--- src/rtl/lncdf_pkg.sv ---
package lncdf_pkg;

	localparam int FRAC_BITS = 16;

	localparam logic [29:0] C_LN2       = 30'd744261118;
	localparam logic [29:0] C_INV_SQRT2 = 30'd759250125;
	localparam logic [28:0] C_P         = 29'd351748265;
	localparam logic [30:0] Q30_ONE     = 31'd1073741824;

	localparam logic signed [33:0] C_A5 = 34'sd1139675401;

	// Horner coefficients after the leading one; the last step adds nothing.
	localparam logic signed [33:0] HORNER_COEF [5] = '{
		-34'sd1560310108, 34'sd1526231383, -34'sd305476044, 34'sd273621191, 34'sd0
	};

	localparam int N_TAYLOR = 16;

	// floor((2^32 - 1) / n) for n = 1 .. 16
	localparam logic [31:0] RECIP [N_TAYLOR] = '{
		32'd4294967295, 32'd2147483647, 32'd1431655765, 32'd1073741823,
		32'd858993459,  32'd715827882,  32'd613566756,  32'd536870911,
		32'd477218588,  32'd429496729,  32'd390451572,  32'd357913941,
		32'd330382099,  32'd306783378,  32'd286331153,  32'd268435455
	};

	typedef enum logic [1:0] {
		REG_LOG_MEAN    = 2'd0,
		REG_LOG_STD_DEV = 2'd1
	} cfg_reg_t;

	typedef struct packed {
		logic               vld;
		logic               last;
		logic               bad;
		logic               neg;
		logic               sat;
		logic               zero;
		logic [4:0]         msb;
		logic [30:0]        mant;
		logic [15:0]        frac;
		logic signed [21:0] lnv;
		logic [22:0]        rem;
		logic [20:0]        nbits;
		logic [20:0]        quo;
		logic [22:0]        dvs;
		logic [19:0]        sv;
		logic [23:0]        u;
		logic signed [33:0] acc;
		logic [4:0]         k;
		logic [35:0]        rr;
		logic [30:0]        term;
		logic signed [31:0] sum;
		logic [29:0]        prd;
		logic [29:0]        qe;
		logic [30:0]        e30;
		logic [30:0]        y;
		logic [16:0]        prob;
	} item_t;

endpackage

--- src/rtl/lncdf_log_cell.sv ---
module lncdf_log_cell (
	input  logic                clk,
	input  logic                arst_n,
	input  logic                en,
	input  lncdf_pkg::item_t    d,
	output lncdf_pkg::item_t    q
);

	logic [61:0]      sq_full;
	logic [31:0]      sq;
	lncdf_pkg::item_t nxt;
	lncdf_pkg::item_t out_s1;

	// One fraction bit of log2 per cell: square the mantissa and renormalise.
	always_comb begin
		sq_full  = 62'(d.mant) * 62'(d.mant);
		sq       = sq_full[61:30];
		nxt      = d;
		nxt.frac = {d.frac[14:0], sq[31]};
		nxt.mant = sq[31] ? sq[31:1] : sq[30:0];
	end

	always_ff @(posedge clk or negedge arst_n) begin
		if (!arst_n) begin
			out_s1 <= '0;
		end else if (en) begin
			out_s1 <= nxt;
		end
	end

	assign q = out_s1;

endmodule

--- config.mk ---
export PLATFORM = sky130hd
export DESIGN_NAME = lncdf_log_cell
export DESIGN_NICKNAME = d
export VERILOG_FILES = /design/src/rtl/lncdf_pkg.sv /design/src/rtl/lncdf_log_cell.sv
export SDC_FILE = /design/constraint.sdc
export NUM_CORES = 2
export LEC_CHECK = 0
export BUFFER_PORTS_ARGS = -buffer_cell sky130_fd_sc_hd__buf_2
export CELL_PAD_IN_SITES_DETAIL_PLACEMENT = 2
export CELL_PAD_IN_SITES_GLOBAL_PLACEMENT = 2
export CORE_AREA = 2 2 387 389
export CTS_CLUSTER_SIZE = 14
export DETAILED_ROUTE_END_ITERATION = 7
export DIE_AREA = 0 0 389 391
export HOLD_SLACK_MARGIN = 0.03
export PLACE_DENSITY_LB_ADDON = 0.1
export SYNTH_ARGS = -nofsm -noshare
export SYNTH_HDL_FRONTEND = slang
export SYNTH_SLANG_ARGS = --single-unit
--- constraint.sdc ---
create_clock -name clk -period 1.1 [get_ports clk]
set_input_delay 0.11 -clock clk [delete_from_list [all_inputs] [get_ports clk]]
set_output_delay 0.11 -clock clk [all_outputs]
set_load 0.05 [all_outputs]
After elaboration in Yosys (flattened, before gate mapping)
Cells that the tools add are included.
{"block": "classes", "multipliers": 1, "mux": 1}
{"op": "multiplier 31 x 31 -> 62 bit", "count": 1}
{"op": "2-to-1 mux 31 bit", "count": 1}
{"block": "totals", "register_bits": 489}

Longest topological paths before layout
{"block": "depth", "depth_word": 2, "depth_mapped": 31, "mapped_depth_nobuf": 27}

Least setup slack after synthesis
No wires, ideal clock.
{"block": "synth_timing", "path_type": "input-to-reg", "from": "input d[472] (netlist bit)", "to": "register out_s1, in the netlist q[454]", "cell_stages": 27, "n_path_buf": 3, "t_arrival_ns": 7.469, "setup_slack_ns": -6.494, "path_cell_list": "clkbuf_1 -> clkbuf_1 -> nand2_1 -> fa_1 -> fa_1 -> inv_1 -> fa_1 -> inv_1 -> fa_1 -> inv_1 -> fa_1 -> fa_1 -> fa_1 -> inv_1 -> fa_1 -> inv_1 -> ha_1 -> clkbuf_1 -> a21oi_1 -> o21bai_1 -> a21o_1 -> a211o_1 -> o211ai_2 -> a21oi_2 -> a2111oi_4 -> mux2_2 -> mux2_2"}
{"block": "synth_via", "elab_chain_len": 2}
{"element": "start, declared", "line": "lncdf_log_cell.sv:5", "text": "input lncdf_pkg::item_t d,"}
{"element": "multiplier 31 x 31 -> 62 bit", "line": "lncdf_log_cell.sv:16", "text": "sq_full = 62'(d.mant) * 62'(d.mant);"}
{"element": "2-to-1 mux 31 bit", "line": "lncdf_log_cell.sv:20", "text": "nxt.mant = sq[31] ? sq[31:1] : sq[30:0];"}
{"element": "end signal, assigned", "line": "lncdf_log_cell.sv:27", "text": "out_s1 <= nxt;"}
{"element": "end, declared", "line": "lncdf_log_cell.sv:12", "text": "lncdf_pkg::item_t out_s1;"}
Every way passes these cells.
A chain may end at the register's enable or synchronous reset.

Worst setup path after layout
{"block": "layout_timing", "from": "input d[470] (netlist bit)", "to": "register out_s1, in the netlist q[431]"}
{"block": "layout_via", "elab_chain_len": 1}
{"element": "multiplier 31 x 31 -> 62 bit", "line": "lncdf_log_cell.sv:16"}
Every way passes these cells.

==> impl_metrics.json <==
{
  "status": "complete, but fails checks",
  "violations": "setup timing",
  "async_flop_share_pct": 100.0,
  "cts_root_buf": "clkbuf_16",
  "finish.instance_area_sq_um": 71500,
  "place_area_sq_um": 58480,
  "core_sq_um": 148500,
  "grt_pass1_vias": 46592,
  "fp.dieW_microns": 389,
  "cts_tree": "built",
  "dr.pass1.iters": 5,
  "antenna_found_initial": 83,
  "antenna_left": 0,
  "crit_fanout": 12,
  "drtIter0Drc": 1841,
  "grtUsageTotal_pct": 32.32,
  "start_util_pct": 30.48,
  "clk_pin_slew_worst_paths_ns": 0.07,
  "ys.flop_type": "dfrtp_1",
  "max_freq_ghz": 0.1447,
  "rows": 142,
  "critPathArrivalTime_ns": 7.43,
  "cts_sinks": 489,
  "synth.largest_area_cell": "fa_1",
  "globalplace.congestion": 0.9080,
  "fin_crit_sh_pct": 628.3,
  "drcViolationCount": 0,
  "wire_per_inst_microns": 32.12,
  "critPathRequiredTime_ns": 1.62,
  "vias_per_cell": 4.829,
  "crit_type": "input port to register",
  "ys_top_cells_by_count": "916 x inv_1, 747 x fa_1, 489 x dfrtp_1",
  "setup_violations": 528,
  "drv_slew": 0,
  "vias": 40177,
  "portBuffers": 979,
  "final_nets": 7793,
  "synth_top_area_share_pct": 33.03,
  "insertion_delay_ns": 0.69,
  "cts_buffers": 58,
  "max_cap_violations": 0,
  "routed_wl_mm": 267.2,
  "finalHoldViolations": 0,
  "crit_slowest_cell": "fa_1",
  "synthesis.nets": 5530,
  "htreeDepth": 2,
  "grt_max_degree": 60,
  "ys_ff_latch": 489,
  "postSynthCellCount": 4022,
  "drive_gt1_share_pct": 42.62,
  "relSlewSlack_pct": 66.52,
  "grt_pass1_wl_mm": 348.7,
  "dpl.hpwl_mm": 191.3,
  "skew_ns": 0,
  "io_pins": 981,
  "cp-start-kind": "input port",
  "synth_most_common_cell": "inv_1",
  "synth.cell_area_sq_um": 45270,
  "ys_top_cells_by_area": "fa_1 33%, dfrtp_1 27%, mux2_2 12%, inv_1 7.6%, ha_1 7.4%",
  "synth_warnings": 0,
  "largest_register_ffs": 489,
  "critPathMostFrequentCell": "fa_1",
  "synth_seq_area_share_pct": 27.03,
  "synth_edf_count": 0,
  "setup_ws_ns": -5.812,
  "period_needed_ns": 6.912,
  "die_y_microns": 391,
  "synth_cell_types": 66,
  "overflow": 0,
  "slowest_delay_ns": 0.56,
  "crit_path_end_kind": "register",
  "dieArea_sq_um": 152100,
  "cts_buffer_depth": 3,
  "worst_pin_slew_ns": 0.5000,
  "hp-class": "input port to register",
  "postSynthAreaPerCell_sq_um": 11.26,
  "grt_setup_unrepaired": "yes",
  "area_growth_syn_to_layout_pct": 57.93
}
## per-layer routing
layer / track usage [%] / vias to the layer above / share of wire, %
met1: 37.15 / 21373 / 36
met5: 0 / - / 0.072
met2: 56.32 / 1322 / 50
li1: - / 16863 / -
met4: 15.36 / 32 / 7.3
met3: 7.943 / 587 / 6.6
## stage by stage
stage | setup TNS, ns | setup WS [ns] | hold WS, ns | std cells | util (%)
floorplan | -188.79 | -6.011 | -0.1856 | 4022 | -
global placement | -251.20 | -6.792 | 0.2747 | 7426 | 39.37
detailed placement | -258.46 | -6.964 | 0.2823 | 7426 | 39.37
CTS | -319.75 | -5.742 | 0.03074 | 8102 | 46.83
global route | -340.10 | -6.018 | 0.06690 | 8306 | 48.12
finish | -323.80 | -5.812 | 0.06298 | 8320 | 48.14
## cell families after synthesis
family	count (synthesis)	share of synthesized area, %
AO/OA/AOI/OAI	232	3.294
multiplexers	490	12.12
buffers and inverters	1084	9.065
flip-flops	489	27.03
XOR/XNOR	56	1.083
AND/OR/NAND/NOR	655	6.945
adder cells (fa/ha/maj)	1016	40.47
## cell usage in the layout, fill, tap and decap left out, types with 9 or more instances in the layout
master	count
fa_1	711
buf_12	128
inv_2	10
xor2_1	21
buf_8	49
clkbuf_8	14
inv_1	905
ha_4	19
and3_1	9
buf_4	868
and2_1	177
o21ai_0	15
o21bai_1	13
dlygate4sd3_1	461
ha_1	250
buf_2	464
dfrtp_2	36
nand4_1	12
mux2i_1	19
a21oi_1	63
dfrtp_1	453
mux2_2	460
nand2_1	283
buf_6	393
nand2_2	9
nor2_1	75
clkbuf_16	60
fa_2	36
diode_2	51
a21oi_2	25
xnor2_1	27
a21o_1	27
nand3_1	16
clkbuf_1	14
and2_4	15
## worst max-delay path: cells and delay by family
family | cells | cell delay, ns
AOI/OAI and AO/OA | 7 | 1.39
and+or+nand+nor | 1 | 0.14
muxes | 1 | 0.26
adders and majority gates | 9 | 3.84
buffers and inverters | 10 | 1.67
## final timing paths
path                               startpoint            endpoint  slack (ns)  cells past startpoint
min in group asynchronous              arst_n  q[189]$_DFFE_PN0P_        0.23                      3
min reg2reg                q[156]$_DFFE_PN0P_  q[156]$_DFFE_PN0P_        0.54                      1
max reg2reg                q[422]$_DFFE_PN0P_  q[422]$_DFFE_PN0P_       -0.11                      3
max                                    d[470]  q[431]$_DFFE_PN0P_       -5.81                     28
min                                        en  q[301]$_DFFE_PN0P_        0.06                      3
max in group asynchronous              arst_n  q[448]$_DFFE_PN0P_        0.32                      4
## area by class of cell
class / instances / area (sq um)
clock buffer: 87 / 1722
tap: 1944 / 2432
clock inverter: 13 / 182.7
fill: 14877 / 77030
sequential: 489 / 12280
antenna: 51 / 127.6
timing repair buffer: 2370 / 21360
inverter: 917 / 3447
multi-input combinational: 2449 / 29950
## repair_timing
item,in CTS,in global routing
pin swaps,42,32
hold endpoints to repair,947,0
setup endpoints to repair,521,521
setup buffers,111,168
gates resized for setup,1091,144
hold buffers,461,0
gates cloned,6,1
Power is not shown: default switching activity piles up to over one toggle a cycle in this logic, so the estimate is an artifact.
