<file path="config.mk">
export PLATFORM = sky130hd
export DESIGN_NAME = lncdf_div_cell
export DESIGN_NICKNAME = d
export VERILOG_FILES = /design/src/rtl/lncdf_pkg.sv /design/src/rtl/lncdf_div_cell.sv
export SDC_FILE = /design/constraint.sdc
export NUM_CORES = 1
export LEC_CHECK = 0
export ABC_AREA = 1
export ABC_CLOCK_PERIOD_IN_PS = 2100
export BUFFER_PORTS_ARGS = -buffer_cell sky130_fd_sc_hd__buf_2
export CAP_MARGIN = 20
export CELL_PAD_IN_SITES_DETAIL_PLACEMENT = 1
export CELL_PAD_IN_SITES_GLOBAL_PLACEMENT = 1
export CORE_AREA = 2 2 377 379
export CTS_CLUSTER_SIZE = 12
export DETAILED_ROUTE_END_ITERATION = 6
export DIE_AREA = 0 0 379 381
export GPL_TIMING_DRIVEN = 0
export PLACE_DENSITY_LB_ADDON = 0.3
export SKIP_LAST_GASP = 1
export SLEW_MARGIN = 40
export SYNTH_ARGS = -nofsm -noshare
export SYNTH_HDL_FRONTEND = slang
export SYNTH_SLANG_ARGS = --single-unit
</file>
<file path="constraint.sdc">
create_clock -name clk -period 2.1 [get_ports clk]
set_clock_uncertainty 0.2 [all_clocks]
set_input_delay 0.21 -clock clk [delete_from_list [all_inputs] [get_ports clk]]
set_output_delay 0.21 -clock clk [all_outputs]
set_load 0.005 [all_outputs]
</file>
<file path="src/rtl/lncdf_pkg.sv">
package lncdf_pkg;

	localparam int FRAC_BITS = 16;

	localparam logic [29:0] C_LN2       = 30'd744261118;
	localparam logic [29:0] C_INV_SQRT2 = 30'd759250125;
	localparam logic [28:0] C_P         = 29'd351748265;
	localparam logic [30:0] Q30_ONE     = 31'd1073741824;

	localparam logic signed [33:0] C_A5 = 34'sd1139675401;

	// Horner coefficients after the leading one; the last step adds nothing.
	localparam logic signed [33:0] HORNER_COEF [5] = '{
		-34'sd1560310108, 34'sd1526231383, -34'sd305476044, 34'sd273621191, 34'sd0
	};

	localparam int N_TAYLOR = 16;

	// floor((2^32 - 1) / n) for n = 1 .. 16
	localparam logic [31:0] RECIP [N_TAYLOR] = '{
		32'd4294967295, 32'd2147483647, 32'd1431655765, 32'd1073741823,
		32'd858993459,  32'd715827882,  32'd613566756,  32'd536870911,
		32'd477218588,  32'd429496729,  32'd390451572,  32'd357913941,
		32'd330382099,  32'd306783378,  32'd286331153,  32'd268435455
	};

	typedef enum logic [1:0] {
		REG_LOG_MEAN    = 2'd0,
		REG_LOG_STD_DEV = 2'd1
	} cfg_reg_t;

	typedef struct packed {
		logic               vld;
		logic               last;
		logic               bad;
		logic               neg;
		logic               sat;
		logic               zero;
		logic [4:0]         msb;
		logic [30:0]        mant;
		logic [15:0]        frac;
		logic signed [21:0] lnv;
		logic [22:0]        rem;
		logic [20:0]        nbits;
		logic [20:0]        quo;
		logic [22:0]        dvs;
		logic [19:0]        sv;
		logic [23:0]        u;
		logic signed [33:0] acc;
		logic [4:0]         k;
		logic [35:0]        rr;
		logic [30:0]        term;
		logic signed [31:0] sum;
		logic [29:0]        prd;
		logic [29:0]        qe;
		logic [30:0]        e30;
		logic [30:0]        y;
		logic [16:0]        prob;
	} item_t;

endpackage

</file>
<file path="src/rtl/lncdf_div_cell.sv">
module lncdf_div_cell (
	input  logic                clk,
	input  logic                arst_n,
	input  logic                en,
	input  lncdf_pkg::item_t    d,
	output lncdf_pkg::item_t    q
);

	logic [23:0]      rem2;
	logic [23:0]      diff;
	logic             ge;
	lncdf_pkg::item_t nxt;
	lncdf_pkg::item_t out_s1;

	// One restoring long-division step: bring down a numerator bit.
	always_comb begin
		rem2      = {d.rem, d.nbits[20]};
		diff      = rem2 - {1'b0, d.dvs};
		ge        = rem2 >= {1'b0, d.dvs};
		nxt       = d;
		nxt.rem   = ge ? diff[22:0] : rem2[22:0];
		nxt.nbits = {d.nbits[19:0], 1'b0};
		nxt.quo   = {d.quo[19:0], ge};
	end

	always_ff @(posedge clk or negedge arst_n) begin
		if (!arst_n) begin
			out_s1 <= '0;
		end else if (en) begin
			out_s1 <= nxt;
		end
	end

	assign q = out_s1;

endmodule

</file>
Yosys cells after proc, flatten, opt, wreduce, memory -nomap -nowiden
Index checks and enable logic that the tools add are counted.

storage, ports and cells
  logic and storage cells = 29
  flip-flop bits (word level) = 488
  bits of input ports = 492
  output and inout bits = 489

operators by class
  muxes and demuxes = 1
  $add $sub $neg = 1
  order comparisons = 1

operator list
  kind              count
  $ge A24 B23 Y1    1
  $mux W23          1
  $sub A23 B23 Y23  1

Depth between registers and ports, before layout
  word-level depth = 2
  mapped depth = 15
  depth with buffers taken out = 14

Least setup slack after synthesis
Ideal clock, no wire load.

  path type = input to register
  start = input d[385] (netlist name)
  end = register out_s1 (netlist bit q[407])
  setup slack = 0.110 ns
  path buffers = 1
  arrival = 1.674 ns
  required time = 1.784 ns
  cell stages on the path = 14
  setup time = 0.116 ns
  path through = inv_1 > ha_1 > fa_1 > inv_1 > nand2_1 > nand2_1 > nand3_1 > nand2_2 > nand2_2 > nand4_4 > buf_8 > nand3_1 > nand2_1 > nand2_1

on the way
  longest elaborated chain between the ends = 2
  elaborated cells between the ends (all ways) = 3
  classes of those cells = add/sub (1); order compare (1); mux (1)

RTL lines
  element                                                    RTL line                                    text
  start: declaration                                         lncdf_div_cell.sv:5                         input lncdf_pkg::item_t d,
  $sub A23 B23 Y23 / $ge A24 B23 Y1 (equally long branches)  lncdf_div_cell.sv:18, lncdf_div_cell.sv:19
  $mux W23 *                                                 lncdf_div_cell.sv:21                        nxt.rem = ge ? diff[22:0] : rem2[22:0];
  end signal: assignment                                     lncdf_div_cell.sv:30                        out_s1 <= nxt;
  end: declaration                                           lncdf_div_cell.sv:13                        lncdf_pkg::item_t out_s1;

Every way passes the cells marked *; elsewhere a longest branch is shown, timed or not.
A chain may end at the register's enable or synchronous reset.

Worst setup path after layout
  start = input d[321] (netlist name)
  end = register out_s1 (netlist bit q[406])

Same word-level chain as after synthesis.

==> run_results.csv <==
group,metric,value,unit
run_status,status,"finished with violations",
run_status,violations,"negative hold slack",
finish,post-route-util,0.250,
route,routed_wl,116000,µm
timing,final_period_minus_worst_setup_slack,1930,ps
worst_setup_path,critPathMaxFanout,10,
timing,finalSetupTns,0,ps
worst_setup_path,critPathCaptureType,"flip-flop",
hold_path,min_path_type,"in -> reg",
finish,largest_reg_flops,488,
placement,gp_congestion,0.848,
route,post-route-drc-count,0,
clock_network,clk_latency,670,ps
logic_synthesis,synthDominantCellAreaShare,0.605,
worst_setup_path,required,2440,ps
worst_setup_path,critPathLaunchType,"input pin",
route,drt-pass1-iter-count,4,
timing,slew_viol_final,0,
timing,worst_slew_pin_slew,779,ps
route,wl_met2,57100,µm
route,drt_iter0_drc,846,
timing,fmax,0.518,GHz
finish,fin_area,0.0351,mm²
worst_setup_path,crit_path_cell_trace,"buf_2 -> ha_1 -> fa_1 -> inv_1 -> nand2_1 -> nand2_1 -> nand3_1 -> nand2_2 -> nand2_2 -> nand4_4 -> buf_6 -> nand3_1 -> nand2_1 -> nand2_1",
finish,register_area,0.0122,mm²
grt,overflow,0,
grt,grt_pass1_vias,24200,
timing,fin_crit_sh,0.920,
timing,setup_viol,0,
die,core,0.141,mm²
job,max_cap_violations,0,
die,die_w,379,µm
timing,rsz0062_at_grt,"false",
grt,grt_max_degree,65,
clock_network,cts_made_buffers,61,
die,pin_count,981,
power,ir_worst_vdd,0.709,mV
finish,areaGrowthSynthToFinish,73.9,%
die,floorplan.initialDensity,0.143,
route,wire_per_inst,19.4,µm
clock_network,tritoncts,"done",
route,drt-met1-wl,45600,µm
logic_synthesis,synth_top_cell_by_area,"dfrtp_1",
worst_setup_path,cpLargestDelayFamily,"simple AND/OR/NAND/NOR gates",
route,top_layer_used,"met5",
timing,slew_headroom,0.481,
clock_network,clockBufferDepth,3,
route,viasPerCell,3.70,
finish,fillCellCount,17100,
clock_network,htreeDepth,2,
worst_setup_path,setup.worst_path.class,"in -> reg",
logic_synthesis,avgSynthCellArea,8.25,µm²
logic_synthesis,synth-async-reset-ratio,1.00,
logic_synthesis,ys.flop_type,"dfrtp_1",
die,die_h,381,µm
logic_synthesis,seq_area_frac_synth,0.605,
worst_setup_path,crit_arrival,2270,ps
route,ant_nets,0,
worst_setup_path,slowest_delay,400,ps
clock_network,cts_root_buffer,"clkbuf_16",
clock_network,cts_setup_buffers,0,
grt,grt_usage,0.156,
logic_synthesis,synthTopCellsByArea,"dfrtp_1 61%, nand2_1 29%, inv_1 1.6%, clkbuf_1 1.5%, ha_1 1.4%",
route,met3_length,7600,µm
placement,portBuffers,977,
power,power,0.0264,W
die,die_area,0.144,mm²
placement,dpl.hpwl,90700,µm
timing,hold_ws,-320,ps
placement,placed_area,0.0277,mm²
logic_synthesis,synth_cell_types,32,
worst_setup_path,crit_top_cell,"nand2_1",
worst_setup_path,critPathBufInv,3,
finish,num-nets-final,4538,
route,vias,22100,
logic_synthesis,ys_seq_elements,488,
power,powerDensity,752,mW/mm²
clock_network,clk_pin_slew_worst_paths,60,ps
logic_synthesis,synth_edf_count,0,
die,rows,138,
power,leakage,18.9,nW
timing,final_hold_viol_count,119,
grt,grt_antenna_before_repair,34,
clock_network,clkSinkCount,488,
logic_synthesis,synthCells,2446,
logic_synthesis,synth_area,0.0202,mm²
finish,multi_input_area,0.00713,mm²
finish,layout-drive-gt1-share,0.288,
logic_synthesis,ys_warn_count,0,
grt,grt_pass1_wl,164000,µm
logic_synthesis,synth_fp_nets,2962,
worst_setup_path,crit_slowest_cell,"fa_1",
layer usage:
layer / up-vias / track usage
met1: 10600 / 0.175
met2: 680 / 0.273
met3: 190 / 0.0417
met4: 24 / 0.0681
met5: - / 0
li1: 10500 / -
layout by cell type, fill, tap and decap left out, types with 3 or more instances in the layout:
master	instances
buf_2	999
ha_1	23
o21ai_1	3
clkbuf_2	10
inv_1	88
nand4_1	3
o21bai_1	3
clkbuf_1	86
clkbuf_8	13
and2_1	3
buf_8	4
buf_12	3
clkbuf_4	3
dlygate4sd3_1	519
a21oi_1	12
o21ai_0	25
diode_2	16
nand3_1	27
clkbuf_16	61
nor2_1	25
dfrtp_1	488
clkinv_2	5
xnor2_1	10
nand2_1	1567
buf_16	14
nand2_2	7
nor2_2	35
synthesized netlist by cell type, types with 3 or more instances:
library cell  number
inv_1             88
o21bai_1           3
a21oi_1           12
buf_2             23
nor2_1            25
nand4_1            3
ha_1              23
nor2_2            35
xnor2_1           10
dfrtp_1          488
o21ai_0           25
nand3_1           27
o21ai_1            3
clkbuf_1          83
nand2_1         1567
and2_1             3
nand2_2            7
worst reg2reg max path: stages, from the launching register on:
cell and delay [ps]:
dfrtp_1 460, nand2_1 120, nand2_1 70
cell families after synthesis:
| group | synth area share |
|---|---|
| AND/OR/NAND/NOR | 0.321 |
| flip-flops | 0.605 |
| buffers and inverters | 0.0411 |
| AO/OA/AOI/OAI | 0.0115 |
| adder cells (fa/ha/maj) | 0.0153 |
| XOR/XNOR | 0.00521 |
| other | 0.000186 |
final cells by class:
cell class / count / area share
buffer: 112 / 0.0146
antenna: 16 / 0.00114
multi-input combinational: 1755 / 0.203
sequential: 488 / 0.348
clock buffer: 91 / 0.0505
tap: 1890 / 0.0674
timing repair buffer: 1514 / 0.301
clock inverter: 11 / 0.00428
inverter: 90 / 0.00963
power breakdown:
part	total (W)	leakage (nW)	switching [W]	internal, W
clock	0.0105	0.932	0.00455	0.00590
combinational	0.00513	12.0	0.00285	0.00228
sequential	0.0108	5.94	0.000488	0.0103
through the flow:
| stage | setup slack, ps | cells |
|---|---|---|
| after detailed placement | -773 | 5323 |
| final | 168 | 5967 |
| after global placement | -11100 | 5313 |
| after floorplan | 110 | 2446 |
| after global routing | 60.7 | 5961 |
| after CTS | 60.4 | 5944 |
worst paths after layout:
check                        from  endpoint  slack [ps]  depth (start not counted)
max in group asynchronous  arst_n    q[488]         410                         11
min in group asynchronous  arst_n    q[432]        -110                          8
max                        d[321]    q[406]         170                         14
min reg2reg                q[103]    q[103]         260                          2
max reg2reg                q[485]    q[485]        1140                          2
min                        d[385]    q[386]        -320                          3
repair_timing:
action | 4_1_cts | 5_1_grt
hold buffers | 519 | 8
endpoints found under the hold margin | 707 | 123
setup endpoints to repair | 8 | 2
gates resized for setup | 2 | 3
Note: power is estimated with default switching activity, not from simulation.
