### src/rtl/lncdf_pkg.sv
package lncdf_pkg;

	localparam int FRAC_BITS = 16;

	localparam logic [29:0] C_LN2       = 30'd744261118;
	localparam logic [29:0] C_INV_SQRT2 = 30'd759250125;
	localparam logic [28:0] C_P         = 29'd351748265;
	localparam logic [30:0] Q30_ONE     = 31'd1073741824;

	localparam logic signed [33:0] C_A5 = 34'sd1139675401;

	// Horner coefficients after the leading one; the last step adds nothing.
	localparam logic signed [33:0] HORNER_COEF [5] = '{
		-34'sd1560310108, 34'sd1526231383, -34'sd305476044, 34'sd273621191, 34'sd0
	};

	localparam int N_TAYLOR = 16;

	// floor((2^32 - 1) / n) for n = 1 .. 16
	localparam logic [31:0] RECIP [N_TAYLOR] = '{
		32'd4294967295, 32'd2147483647, 32'd1431655765, 32'd1073741823,
		32'd858993459,  32'd715827882,  32'd613566756,  32'd536870911,
		32'd477218588,  32'd429496729,  32'd390451572,  32'd357913941,
		32'd330382099,  32'd306783378,  32'd286331153,  32'd268435455
	};

	typedef enum logic [1:0] {
		REG_LOG_MEAN    = 2'd0,
		REG_LOG_STD_DEV = 2'd1
	} cfg_reg_t;

	typedef struct packed {
		logic               vld;
		logic               last;
		logic               bad;
		logic               neg;
		logic               sat;
		logic               zero;
		logic [4:0]         msb;
		logic [30:0]        mant;
		logic [15:0]        frac;
		logic signed [21:0] lnv;
		logic [22:0]        rem;
		logic [20:0]        nbits;
		logic [20:0]        quo;
		logic [22:0]        dvs;
		logic [19:0]        sv;
		logic [23:0]        u;
		logic signed [33:0] acc;
		logic [4:0]         k;
		logic [35:0]        rr;
		logic [30:0]        term;
		logic signed [31:0] sum;
		logic [29:0]        prd;
		logic [29:0]        qe;
		logic [30:0]        e30;
		logic [30:0]        y;
		logic [16:0]        prob;
	} item_t;

endpackage

### src/rtl/lncdf_horner_cell.sv
module lncdf_horner_cell (
	input  logic                clk,
	input  logic                arst_n,
	input  logic                en,
	input  logic signed [33:0]  coef,
	input  lncdf_pkg::item_t    d,
	output lncdf_pkg::item_t    q
);

	logic signed [51:0] prod;
	logic signed [51:0] rnd;
	lncdf_pkg::item_t   nxt;
	lncdf_pkg::item_t   out_s1;

	always_comb begin
		prod    = d.acc * $signed({1'b0, d.quo[16:0]});
		rnd     = (prod + 52'sd32768) >>> lncdf_pkg::FRAC_BITS;
		nxt     = d;
		nxt.acc = 34'(rnd) + coef;
	end

	always_ff @(posedge clk or negedge arst_n) begin
		if (!arst_n) begin
			out_s1 <= '0;
		end else if (en) begin
			out_s1 <= nxt;
		end
	end

	assign q = out_s1;

endmodule

### config.mk
export PLATFORM = sky130hd
export DESIGN_NAME = lncdf_horner_cell
export DESIGN_NICKNAME = d
export VERILOG_FILES = /design/src/rtl/lncdf_pkg.sv /design/src/rtl/lncdf_horner_cell.sv
export SDC_FILE = /design/constraint.sdc
export NUM_CORES = 2
export LEC_CHECK = 0
export BUFFER_PORTS_ARGS = -buffer_cell sky130_fd_sc_hd__clkbuf_2
export CAP_MARGIN = 20
export CELL_PAD_IN_SITES_DETAIL_PLACEMENT = 1
export CELL_PAD_IN_SITES_GLOBAL_PLACEMENT = 1
export CORE_AREA = 4 4 398 400
export DETAILED_ROUTE_END_ITERATION = 10
export DIE_AREA = 0 0 402 404
export PLACE_DENSITY_LB_ADDON = 0.1
export SETUP_SLACK_MARGIN = 0.2
export SLEW_MARGIN = 20
export SYNTH_ARGS = -nofsm -noshare
export SYNTH_HDL_FRONTEND = slang
export SYNTH_SLANG_ARGS = --single-unit
### constraint.sdc
create_clock -name clk -period 1.9 [get_ports clk]
set_input_delay 0.38 -clock clk [delete_from_list [all_inputs] [get_ports clk]]
set_output_delay 0.38 -clock clk [all_outputs]
set_load 0.005 [all_outputs]
Yosys cells after proc, flatten, opt, wreduce, memory -nomap -nowiden

Index checks and enable logic that the tools add are counted.

Output and inout bits: 489
Register bits: 489
Logic and storage cells: 29

Multipliers: 1
$add $sub $neg: 2

Operators with widths:

| kind                   | number |
|---|---|
| $add 50x17->50 const B | 1 |
| $mul 34x18->50         | 1 |
| $add 34x34->34         | 1 |

Longest topological paths before layout

Depth in word-level cells: 3
Gate-level depth with buffers: 37
Gate-level depth less buffers: 35

Worst setup path before layout

OpenSTA, ideal clock, no wires.

Kind: input-to-reg
Start point: input port d[353] (netlist bit)
End point: register out_s1 (netlist bit q[276])
Stages: 32
Arrival time: 8374 ps
Setup time: 125 ps
Required time: 1775 ps
Path slack: -6599 ps
Cells stage by stage: clkbuf_1 -> clkbuf_1 -> nand2_1 -> fa_1 -> inv_1 -> fa_1 -> fa_1 -> fa_1 -> fa_1 -> inv_1 -> fa_1 -> inv_1 -> ha_1 -> a21oi_1 -> o211ai_1 -> a21oi_1 -> o21ai_0 -> a22o_1 -> a211oi_1 -> nor3b_1 -> o21a_1 -> or2_2 -> xor2_1 -> ha_1 -> nand2_1 -> or4_1 -> o21bai_4 -> a22o_1 -> a41o_1 -> a31oi_1 -> xnor3_1 -> mux2_4

Word-level cells in the longest chain between the ends: 3

RTL lines:

| element                | RTL line                | text |
|---|---|---|
| start: declaration     | lncdf_horner_cell.sv:6  | `input lncdf_pkg::item_t d,` |
| $mul 34x18->50         | lncdf_horner_cell.sv:16 | `prod = d.acc * $signed({1'b0, d.quo[16:0]});` |
| $add 50x17->50         | lncdf_horner_cell.sv:17 | `rnd = (prod + 52'sd32768) >>> lncdf_pkg::FRAC_BITS;` |
| $add 34x34->34         | lncdf_horner_cell.sv:19 | `nxt.acc = 34'(rnd) + coef;` |
| end signal: assignment | lncdf_horner_cell.sv:26 | `out_s1 <= nxt;` |
| end: declaration       | lncdf_horner_cell.sv:13 | `lncdf_pkg::item_t out_s1;` |

Every way passes these cells.
A chain may end at the register's enable or synchronous reset.

Worst setup path in the final report

Start point: input port d[352] (netlist bit)
End point: register out_s1 (netlist bit q[269])

Same word-level chain as after synthesis.

==> run_results.csv <==
group,metric,value,unit
placement,placed_cells,6771,
sta,final_min_period_over_clock_period,417,%
synthesis,ys_async_sr_fraction,100,%
critical_path,criticalPathCategory,"in2reg",
run_status,violated_checks,"negative setup slack",
placement,post-dp-hpwl,196000,um
critical_path,critical_path.startpoint_type,"input pin",
sta,grt_setup_unrepaired,"true",
sta,finalHoldWorstSlack,0.0757,ns
clock_tree,cts.reportedPaths.clkPinSlew,0.06,ns
synthesis,synth.cells.most_frequent,"sky130_fd_sc_hd__inv_1, sky130_fd_sc_hd__fa_1, sky130_fd_sc_hd__dfrtp_1",
sta,finalCriticalPeriod,7.92,ns
synthesis,synth_enable_flop_cells,0,
sta,hold_violations,0,
critical_path,cpMaxStageDelayCell,"sky130_fd_sc_hd__fa_1",
critical_path,required,2.43,ns
synthesis,synth_warnings,0,
drt,post-route-drc-count,0,
synthesis,synth_area_leaders,"sky130_fd_sc_hd__dfrtp_1, sky130_fd_sc_hd__fa_1, sky130_fd_sc_hd__mux2_2",
clock_tree,cts-buffers-inserted,67,
sta,report.final.setup_viol,34,
synthesis,synth-compound-area-share,3.39,%
critical_path,critPathMaxFanout,5,
clock_tree,cts_num_sinks,489,
worst_hold_path,hold_end,"q[395]",
cells_and_area,nNetsFinal,6513,
placement,gp_routability_congestion,0.964,
sta,worst_slack,-6.02,ns
floorplan,rows,145,
floorplan,dieHeight,404,um
critical_path,timing.critical_path.arrival,8.45,ns
synthesis,yosys.area_share.adder,33.4,%
worst_hold_path,min_path_type,"in2reg",
synthesis,muxShareOfSynthArea,13.9,%
synthesis,post_synth_instance_area,39200,um^2
synthesis,syn_nets,4650,
critical_path,worst-r2r-cell-count,2,
cells_and_area,layout.cells.non_filler,7421,
synthesis,synth_top_family_by_area,"adder cells",
floorplan,fp.dieArea,162000,um^2
global_routing,first_global_vias,36200,
critical_path,reg2reg_setup_slack,0.87,ns
global_routing,grt_max_degree,58,
cells_and_area,final_layout_size_suffix_gt1_share,46.8,%
critical_path,critical_path_buf_inv_count,15,
sta,timing.final.max_slew_violations,0,
drt,dr.pass1.iters,5,
placement,placement.io_buffers,1014,
clock_tree,clockRootBuffer,"sky130_fd_sc_hd__clkbuf_16",
drt,routed-via-count,33000,
critical_path,cp-end-kind,"register",
synthesis,syn_avg_cell_area,11.5,um^2
drt,routedWlPerCell,30.3,um
global_routing,grt_first_pass_wirelength,307000,um
floorplan,initial_core_util,25.2,%
drt,vias_per_cell,4.44,
placement,pre_cts_slack,-6.96,ns
synthesis,yosysTopAreaCellShare,31.2,%
clock_tree,tritoncts,"done",
sta,fmaxAchievable,0.126,GHz
synthesis,synth_seq_cells,489,
cells_and_area,total_of_fill_cells_in_the_finished_design,17100,
floorplan,io_pins,1015,
critical_path,cpLargestDelayFamily,"adder cells",
synthesis,synth.distinct_cells,65,
critical_path,r2r_end,"q[42]",
drt,drtAntennaViolNets,0,
drt,drtIter0Drc,1741,
sta,worst-slew-pin-transition,0.555,ns
synthesis,synthCells,3403,
cells_and_area,syn_to_final_growth,54.8,%
sta,worst_slew_margin_rel,62.7,%
global_routing,grt_antenna_before_repair,83,
synthesis,synth_simple_gate_area_share,9.23,%
synthesis,yosys.cell_count.top_type,"sky130_fd_sc_hd__inv_1",
cells_and_area,max_ffs_per_register,489,
sta,skew,0,ns
worst_hold_path,timing.hold.worst.start,"d[395]",
run_status,run_status,"finished, violations left",
synthesis,synth-xor-area-share,1.67,%
global_routing,grt_usage,27.4,%
critical_path,crit-reg2reg-launch,"q[42]",
critical_path,crit_path_frequent_cell,"sky130_fd_sc_hd__buf_6",
clock_tree,clk-insertion-delay-late,0.64,ns
global_routing,grt-ovfl-total,0,
clock_tree,cts.htree.levels,3,
floorplan,die-width,402,um
synthesis,synth_sequential_area_ratio,31.2,%
clock_tree,clk_path_buf_depth,3,
synthesis,post-synth-top-area-cell,"sky130_fd_sc_hd__dfrtp_1",
synthesis,synth_ff_type,"sky130_fd_sc_hd__dfrtp_1",
critical_path,cp_slowest_stage_delay,0.60,ns
run,maxCapViolCount,0,
floorplan,placeableCoreArea,155000,um^2
worst_hold_path,hold_path_depth,2,
drt,wirelength,225000,um
==> worst reg2reg max path, stage by stage, from the launching register on <==
cell and delay [ns]:
sky130_fd_sc_hd__dfrtp_2 0.49, sky130_fd_sc_hd__buf_4 0.17, sky130_fd_sc_hd__mux2_2 0.26
==> layer usage <==
metal,part of all wire [%],track usage [%],up-vias
met1,46,39.4,17300
met2,42,40.0,1007
li1,-,-,14400
met4,2.2,5.40,28
met5,0.089,0,-
met3,9.5,9.28,210
==> worst max path at each step <==
stage | endpoint | cells past startpoint | start | slack (ns)
finish | q[269] | 39 | d[352] | -6.02
global route | q[276] | 40 | d[350] | -6.21
CTS | q[276] | 36 | d[352] | -6.03
detailed placement | q[276] | 34 | d[353] | -6.96
global placement | q[276] | 35 | d[353] | -7.03
floorplan | q[276] | 34 | d[347] | -5.92
==> per-stage QoR <==
stage / TNS (ns) / util [%] / instance area (um^2)
after global placement: -210.34 / 32.6 / 50600
after CTS: -181.34 / 38.2 / 59300
after detailed placement: -208.29 / 32.6 / 50600
after global routing: -190.53 / 39.0 / 60500
after floorplan: -168.37 / - / 39800
final: -184.37 / 39.0 / 60600
==> cells in the final DEF (no fill, tap or decap), drive strengths merged, types with 18 or more instances in the layout <==
| cell type | instances |
|---|---|
| dlygate4sd3 | 401 |
| a21oi | 64 |
| buf | 636 |
| ha | 182 |
| inv | 613 |
| o21ai | 18 |
| nand3 | 18 |
| fa | 539 |
| nand2 | 251 |
| diode | 44 |
| and2 | 346 |
| xnor2 | 50 |
| clkbuf | 997 |
| dfrtp | 489 |
| a21o | 32 |
| xor2 | 22 |
| nor2 | 28 |
| mux2 | 482 |
==> area by class of cell <==
cell class                      count  area, um^2  area share [%]
Sequential cell                   489       12400            20.4
Clock inverter                     29         489           0.807
Multi-Input combinational cell   2157       25700            42.3
Clock buffer                       93        1890            3.12
Inverter                          609        2290            3.77
Antenna cell                       44         110           0.182
Timing Repair Buffer             1942       15200            25.1
Tap cell                         2058        2570            4.25
==> cells by family after synthesis <==
family,after synthesis
AO/OA/AOI/OAI,191
adder cells (fa/ha/maj),721
XOR/XNOR,73
AND/OR/NAND/NOR,690
multiplexers,482
flip-flops,489
buffers and inverters,757
==> timing repair <==
action	4_1_cts	5_1_grt
gates cloned	1	0
pin swaps	114	132
gates resized for setup	456	294
setup endpoints to repair	179	145
buffers inserted	53	29
hold buffers	401	0
hold endpoints to repair	600	0
Power is left out: the tool's default activity adds up to more than one toggle a clock period on the data nets, which glitch-free logic cannot reach.
